===== src/rme_pkg.sv =====
package rme_pkg;

  localparam int unsigned PROG_LEN = 34;
  localparam int unsigned STEP_W   = 6;
  localparam int unsigned SHIFT_W  = 6;
  localparam int unsigned BW_W     = 15;

  localparam logic [BW_W-1:0]    BW_RESET = 15'd128;
  localparam logic signed [31:0] TH_RESET = 32'sd167772;
  localparam logic signed [63:0] P_RESET  = 64'sd1099511627776000000;
  localparam logic signed [63:0] S64_MAX  = {1'b0, {63{1'b1}}};
  localparam logic signed [63:0] S64_MIN  = {1'b1, {63{1'b0}}};
  localparam logic signed [63:0] S32_MAX  = 64'sd2147483647;
  localparam logic signed [63:0] S32_MIN  = -64'sd2147483648;

  // scaling by reciprocal multiplication, exact over the 16-bit input range
  // phi0 = ca * 2^21 / 3193     -> ca * ceil(2^49 / 3193) >> 28
  // y    = va * 327680 / 739    -> va * 5 * ceil(2^48 / 739) >> 32
  // phi1 = rpm * 15707963 * 2^13 / 1171875 -> t * ceil(2^73 / 1171875) >> 60
  localparam logic signed [63:0] PHI0_RECIP = 64'sd176307533173;
  localparam logic signed [63:0] Y_RECIP    = 64'sd1904431506840;
  localparam logic signed [63:0] RPM_SCALE  = 64'sd15707963;
  localparam logic signed [63:0] PHI1_RECIP = 64'sd8059505464097528;

  typedef enum logic [1:0] {OP_MAC, OP_DIV, OP_ADD, OP_SUB} op_kind_e;

  typedef enum logic [5:0] {
    SRC_ZERO, SRC_ONE, SRC_BW, SRC_BWM1, SRC_IN0, SRC_IN1, SRC_IN2,
    SRC_CA, SRC_VA, SRC_TH0, SRC_TH1, SRC_P0, SRC_P1, SRC_P2, SRC_P3,
    SRC_PHI0, SRC_PHI1, SRC_Y, SRC_G0, SRC_G1, SRC_TP0, SRC_TP1,
    SRC_K0, SRC_K1, SRC_ERR, SRC_T, SRC_C16, SRC_CPHI0, SRC_CY,
    SRC_CRPM, SRC_CPHI1, SRC_C2P28
  } src_e;

  typedef struct packed {
    op_kind_e          kind;
    src_e              a0;
    src_e              b0;
    src_e              a1;
    src_e              b1;
    src_e              dst;
    logic [SHIFT_W-1:0] shift;
    logic              sat32;
  } uop_t;

  typedef struct packed {
    logic load_in;
    logic start;
    logic emit;
    uop_t uop;
  } ctrl_cmd_t;

  typedef struct packed {
    logic done;
  } dp_status_t;

  typedef enum logic [1:0] {ST_IDLE, ST_ISSUE, ST_WAIT, ST_OUT} ctrl_state_e;
  typedef enum logic [1:0] {PH_IDLE, PH_MAC, PH_DIV, PH_FIN} dp_phase_e;

  function automatic uop_t mk(op_kind_e k, src_e a0, src_e b0, src_e a1, src_e b1,
                              src_e dst, logic [SHIFT_W-1:0] sh, logic s32);
    uop_t u;
    u.kind  = k;
    u.a0    = a0;
    u.b0    = b0;
    u.a1    = a1;
    u.b1    = b1;
    u.dst   = dst;
    u.shift = sh;
    u.sat32 = s32;
    return u;
  endfunction

  // one update: filters, scaling, gain, covariance, estimate
  function automatic uop_t prog(logic [STEP_W-1:0] step);
    uop_t u;
    case (step)
      6'd0:  u = mk(OP_MAC, SRC_CA, SRC_BWM1, SRC_IN0, SRC_ONE, SRC_T, 6'd0, 1'b0);
      6'd1:  u = mk(OP_DIV, SRC_T, SRC_BW, SRC_ZERO, SRC_ZERO, SRC_CA, 6'd0, 1'b0);
      6'd2:  u = mk(OP_MAC, SRC_VA, SRC_BWM1, SRC_IN1, SRC_ONE, SRC_T, 6'd0, 1'b0);
      6'd3:  u = mk(OP_DIV, SRC_T, SRC_BW, SRC_ZERO, SRC_ZERO, SRC_VA, 6'd0, 1'b0);
      6'd4:  u = mk(OP_MAC, SRC_CA, SRC_CPHI0, SRC_ZERO, SRC_ZERO, SRC_PHI0, 6'd28, 1'b0);
      6'd5:  u = mk(OP_MAC, SRC_VA, SRC_CY, SRC_ZERO, SRC_ZERO, SRC_Y, 6'd32, 1'b0);
      6'd6:  u = mk(OP_MAC, SRC_IN2, SRC_CRPM, SRC_ZERO, SRC_ZERO, SRC_T, 6'd0, 1'b0);
      6'd7:  u = mk(OP_MAC, SRC_T, SRC_CPHI1, SRC_ZERO, SRC_ZERO, SRC_T, 6'd60, 1'b0);
      6'd8:  u = mk(OP_ADD, SRC_T, SRC_ZERO, SRC_ZERO, SRC_ZERO, SRC_PHI1, 6'd0, 1'b1);
      6'd9:  u = mk(OP_MAC, SRC_P0, SRC_PHI0, SRC_P1, SRC_PHI1, SRC_G0, 6'd32, 1'b0);
      6'd10: u = mk(OP_MAC, SRC_P2, SRC_PHI0, SRC_P3, SRC_PHI1, SRC_G1, 6'd32, 1'b0);
      6'd11: u = mk(OP_MAC, SRC_PHI0, SRC_P0, SRC_PHI1, SRC_P2, SRC_TP0, 6'd32, 1'b0);
      6'd12: u = mk(OP_MAC, SRC_PHI0, SRC_P1, SRC_PHI1, SRC_P3, SRC_TP1, 6'd32, 1'b0);
      6'd13: u = mk(OP_MAC, SRC_TP0, SRC_PHI0, SRC_TP1, SRC_PHI1, SRC_T, 6'd20, 1'b0);
      6'd14: u = mk(OP_ADD, SRC_T, SRC_C2P28, SRC_ZERO, SRC_ZERO, SRC_T, 6'd0, 1'b0);
      6'd15: u = mk(OP_DIV, SRC_G0, SRC_T, SRC_ZERO, SRC_ZERO, SRC_K0, 6'd40, 1'b0);
      6'd16: u = mk(OP_DIV, SRC_G1, SRC_T, SRC_ZERO, SRC_ZERO, SRC_K1, 6'd40, 1'b0);
      6'd17: u = mk(OP_MAC, SRC_K0, SRC_TP0, SRC_ZERO, SRC_ZERO, SRC_T, 6'd28, 1'b0);
      6'd18: u = mk(OP_SUB, SRC_P0, SRC_T, SRC_ZERO, SRC_ZERO, SRC_P0, 6'd0, 1'b0);
      6'd19: u = mk(OP_MAC, SRC_K0, SRC_TP1, SRC_ZERO, SRC_ZERO, SRC_T, 6'd28, 1'b0);
      6'd20: u = mk(OP_SUB, SRC_P1, SRC_T, SRC_ZERO, SRC_ZERO, SRC_P1, 6'd0, 1'b0);
      6'd21: u = mk(OP_MAC, SRC_K1, SRC_TP0, SRC_ZERO, SRC_ZERO, SRC_T, 6'd28, 1'b0);
      6'd22: u = mk(OP_SUB, SRC_P2, SRC_T, SRC_ZERO, SRC_ZERO, SRC_P2, 6'd0, 1'b0);
      6'd23: u = mk(OP_MAC, SRC_K1, SRC_TP1, SRC_ZERO, SRC_ZERO, SRC_T, 6'd28, 1'b0);
      6'd24: u = mk(OP_SUB, SRC_P3, SRC_T, SRC_ZERO, SRC_ZERO, SRC_P3, 6'd0, 1'b0);
      6'd25: u = mk(OP_MAC, SRC_P0, SRC_PHI0, SRC_P1, SRC_PHI1, SRC_G0, 6'd20, 1'b0);
      6'd26: u = mk(OP_MAC, SRC_P2, SRC_PHI0, SRC_P3, SRC_PHI1, SRC_G1, 6'd20, 1'b0);
      6'd27: u = mk(OP_MAC, SRC_PHI0, SRC_TH0, SRC_PHI1, SRC_TH1, SRC_T, 6'd20, 1'b0);
      6'd28: u = mk(OP_MAC, SRC_Y, SRC_C16, SRC_ZERO, SRC_ZERO, SRC_ERR, 6'd0, 1'b0);
      6'd29: u = mk(OP_SUB, SRC_ERR, SRC_T, SRC_ZERO, SRC_ZERO, SRC_ERR, 6'd0, 1'b0);
      6'd30: u = mk(OP_MAC, SRC_G0, SRC_ERR, SRC_ZERO, SRC_ZERO, SRC_T, 6'd40, 1'b0);
      6'd31: u = mk(OP_ADD, SRC_TH0, SRC_T, SRC_ZERO, SRC_ZERO, SRC_TH0, 6'd0, 1'b1);
      6'd32: u = mk(OP_MAC, SRC_G1, SRC_ERR, SRC_ZERO, SRC_ZERO, SRC_T, 6'd40, 1'b0);
      6'd33: u = mk(OP_ADD, SRC_TH1, SRC_T, SRC_ZERO, SRC_ZERO, SRC_TH1, 6'd0, 1'b1);
      default: u = mk(OP_ADD, SRC_ZERO, SRC_ZERO, SRC_ZERO, SRC_ZERO, SRC_ZERO, 6'd0, 1'b0);
    endcase
    return u;
  endfunction

endpackage


===== src/rme_ctrl.sv =====
module rme_ctrl (
  input  logic                   clk_i,
  input  logic                   rst_ni,
  input  logic                   in_valid_i,
  input  logic                   out_free_i,
  input  rme_pkg::dp_status_t    status_i,
  output logic                   in_ready_o,
  output rme_pkg::ctrl_cmd_t     cmd_o
);
  import rme_pkg::*;

  localparam logic [STEP_W-1:0] LAST_STEP = STEP_W'(PROG_LEN - 1);

  ctrl_state_e       state_q, state_d;
  logic [STEP_W-1:0] step_q, step_d;

  always_ff @(posedge clk_i or negedge rst_ni) begin
    if (!rst_ni) begin
      state_q <= ST_IDLE;
      step_q  <= '0;
    end else begin
      state_q <= state_d;
      step_q  <= step_d;
    end
  end

  always_comb begin
    state_d = state_q;
    case (state_q)
      ST_IDLE:  if (in_valid_i) state_d = ST_ISSUE;
      ST_ISSUE: state_d = ST_WAIT;
      ST_WAIT: begin
        if (status_i.done) state_d = (step_q == LAST_STEP) ? ST_OUT : ST_ISSUE;
      end
      ST_OUT:   if (out_free_i) state_d = ST_IDLE;
      default:  state_d = ST_IDLE;
    endcase
  end

  always_comb begin
    in_ready_o    = 1'b0;
    cmd_o.load_in = 1'b0;
    cmd_o.start   = 1'b0;
    cmd_o.emit    = 1'b0;
    cmd_o.uop     = prog(step_q);
    step_d        = step_q;
    case (state_q)
      ST_IDLE: begin
        in_ready_o    = 1'b1;
        cmd_o.load_in = in_valid_i;
        step_d        = '0;
      end
      ST_ISSUE: cmd_o.start = 1'b1;
      ST_WAIT:  if (status_i.done) step_d = step_q + 1'b1;
      ST_OUT:   cmd_o.emit = out_free_i;
      default:  step_d = '0;
    endcase
  end

endmodule


===== config.mk =====
export PLATFORM = sky130hd
export DESIGN_NAME = rme_ctrl
export DESIGN_NICKNAME = d
export VERILOG_FILES = /design/src/rme_pkg.sv /design/src/rme_ctrl.sv
export SDC_FILE = /design/constraint.sdc
export NUM_CORES = 1
export LEC_CHECK = 0
export BUFFER_PORTS_ARGS = -buffer_cell sky130_fd_sc_hd__buf_2
export CORE_MARGIN = 4
export CORE_UTILIZATION = 50
export DETAILED_ROUTE_END_ITERATION = 10
export GPL_TIMING_DRIVEN = 0
export PLACE_DENSITY = 0.77
export RECOVER_POWER = 100
export REMOVE_ABC_BUFFERS = 1
export SLEW_MARGIN = 30
export SYNTH_ARGS = -nofsm -noshare
export SYNTH_HDL_FRONTEND = slang
export SYNTH_SLANG_ARGS = --single-unit

===== constraint.sdc =====
create_clock -name clk_i -period 2.66 [get_ports clk_i]
set_clock_uncertainty 0.2 [all_clocks]
set_input_delay 0.266 -clock clk_i [delete_from_list [all_inputs] [get_ports clk_i]]
set_output_delay 0.266 -clock clk_i [all_outputs]
set_load 0.03 [all_outputs]

==> results.toml <==
[status]
status = "finished clean"

[clock_network]
cts_tree = "yes"
h-tree-depth = 1
clk_path_buf_depth = 2
path_clk_slew_ns = 0.05
clk_latency_ns = 0.25
cts_sinks = 8
cts_made_buffers = 3
cts_root_buf = "clkbuf_4"

[placed_design]
place_congestion = 0.9508
port_buffers = 40
dp_hpwl_um = 3260

[synthesis]
ys_ff_latch = 8
async_flop_share_pct = 100.0
synth.distinct_cells = 53
synthCells = 249
netlist_area_um2 = 1685
syn_avg_cell_area_um2 = 6.769
synth_ff_type = "dfrtp_1"
synth-edff-count = 0
synth_top_cell_by_area = "dfrtp_1"
synth_top_area_share_pct = 11.88
yosys-top-cells-count = "29 x nor2_1, 28 x a21oi_1, 27 x nand2_1, 13 x ha_1"
post-synth-top-count-cell = "nor2_1"
ys_warn_count = 0
ys_seq_area_share_pct = 11.88
synth_area_leaders = "dfrtp_1 12%, ha_1 9.7%, a21oi_1 8.3%, nor2_1 6.5%, nand2_1 6.0%"

[sta]
fmax_mhz = 387.7
timing.final.crit_share_pct = 96.97
worst_pin_slew_ns = 0.5772
final_max_slew_viol_count = 0
slew_headroom_pct = 61.52
hold_viol = 0
fin_setup_tns_ns = 0
final-setup-viol-count = 0
period_minus_slack_ns = 2.579

[grt]
grt_overflow = 0
grt_pass1_wl_um = 7997
grt_util_met1_pct = 30.94
grt_max_degree = 46
met2_usage_pct = 38.17
grt_pass1_vias = 1711
grt_busiest_layer = "met2"
met3_usage_pct = 1.701
antenna_found_initial = 0
grt_use_total_pct = 22.79

[die]
chipWidth_um = 66.06
die_h_um = 66.06
ios = 48
start_util_pct = 53.88
die_area_um2 = 4364
rows = 20
core_um2 = 3128

[critical_path]
end_kind = "output pin"
cp-start-kind = "flop"
reg2reg_from = "step_q[4]"
crit_start = "step_q[0]"
worstPathArrival_ns = 2.11
crit_type = "flop to output pin"
r2r_setup_slack_ns = 0.76
reg2regPathDepth = 4
crit_required_ns = 2.19
cp_max_fo = 11
rr_endpoint = "state_q[1]"

[worst_hold_path]
hold_class = "input pin to flop"
min_from = "out_free_i"
worst_hold_path.endpoint = "state_q[0]"
hold_depth = 2

[layout]
n_antenna_cell = 0
drive_above_1_share_pct = 25.45
fillCellCount = 318
syn_to_final_growth_pct = 14.77
layout.nets = 295
final_util_pct = 61.84

[route]
wl_per_cell_um = 15.33
ant_nets = 0
first_pass_iters = 5
vias = 1911
drt-initial-drc-count = 300
drt_wl_total_um = 4890
drc = 0
viasPerCell = 5.991

[pwr]
p_per_area_nw_per_um2 = 777.1
vdd_drop_max_mv = 0.4751
leakagePower_nw = 0.8384

[run]
cap_violations = 0
power breakdown:
| group | switching [mW] | internal (mW) |
|---|---|---|
| sequential | 0.0699 | 0.149 |
| clock | 0.0400 | 0.0515 |
| combinational | 0.756 | 0.437 |
layout make-up:
type / count / area [um2] / share of cell area [%]
clock buffer: 3 / 22.52 / 1.164
inverter: 7 / 30.03 / 1.552
multi-input combinational: 209 / 1336 / 69.08
sequential: 8 / 210.2 / 10.87
tap: 44 / 55.05 / 2.846
timing repair buffer: 48 / 280.3 / 14.49
cells by family (layout without fill, tap and decap cells):
family / after synthesis / after routing / synth area share (%)
flops: 8 / 8 / 11.88
buf+inv: 38 / 58 / 12.03
mux: 7 / 7 / 5.716
fa+ha+maj: 13 / 13 / 9.651
other cells: 1 / 7 / 0.2225
compound gates: 83 / 83 / 31.48
xor+xnor: 3 / 3 / 1.559
simple gates: 96 / 96 / 27.47
metrics by stage:
step | hold slack [ns] | setup WS (ns) | power (mW) | instance area, um2 | instances
after floorplan | -0.2296 | -0.7315 | 1.021 | 1531 | 224
after global placement | -0.08527 | -0.4322 | 1.277 | 1787 | 308
after detailed placement | -0.08421 | -0.3912 | 1.297 | 1809 | 309
after CTS | 0.01696 | 0.01898 | 1.466 | 1897 | 317
after global routing | 0.03644 | -0.01962 | 1.626 | 1934 | 319
final | 0.02308 | 0.08065 | 1.503 | 1934 | 319
metal layers:
metal,share of wire (%),vias up
met5,0,-
met4,1.1,0
met3,8.0,7
met2,48,103
met1,43,871
li1,-,930
registers in the layout (all words and copies together) (netlist names):
| name | cells |
|---|---|
| state_q | 2 |
| step_q | 6 |
placed cells by master, fill, tap and decap left out, types with 2 or more instances in the layout:
master / count
a211o_1: 4
a211oi_1: 3
a21oi_1: 28
a22o_1: 2
a2bb2oi_1: 2
a31oi_1: 3
and2_1: 4
and2b_1: 2
and3_1: 2
buf_2: 38
buf_4: 6
clkbuf_4: 3
conb_1: 7
dfrtp_1: 2
dfrtp_2: 5
ha_1: 7
ha_2: 5
inv_1: 5
mux2i_1: 4
mux4_2: 2
nand2_1: 27
nand2b_1: 10
nand3_1: 7
nor2_1: 29
nor2b_1: 4
nor3_1: 3
o211ai_1: 5
o21ai_0: 12
o21ai_1: 5
o221ai_1: 2
o22ai_1: 4
o31ai_1: 2
xnor2_1: 2
worst max-delay path: stages (launching register included):
cell and delay [ns]:
dfrtp_2 0.40, clkinvlp_4 0.20, ha_4 0.35, nand2b_1 0.19
a311o_1 0.38, a21oi_1 0.12, buf_2 0.21
how the worst max path moves through the flow:
| stage | endpoint | slack [ns] |
|---|---|---|
| final | cmd_o[9] | 0.08 |
| after global routing | cmd_o[6] | -0.02 |
| after CTS | cmd_o[8] | 0.02 |
| after detailed placement | cmd_o[37] | -0.39 |
| after global placement | cmd_o[7] | -0.43 |
| after floorplan | cmd_o[13] | -0.73 |
timing repair:
item	CTS	global route
resized for setup	7	10
hold buffers	1	0
setup buffers	4	2
setup endpoints to repair	29	8
gates cloned	0	0
endpoints found under the hold margin	8	0
Note: power is estimated with default switching activity, not from simulation.
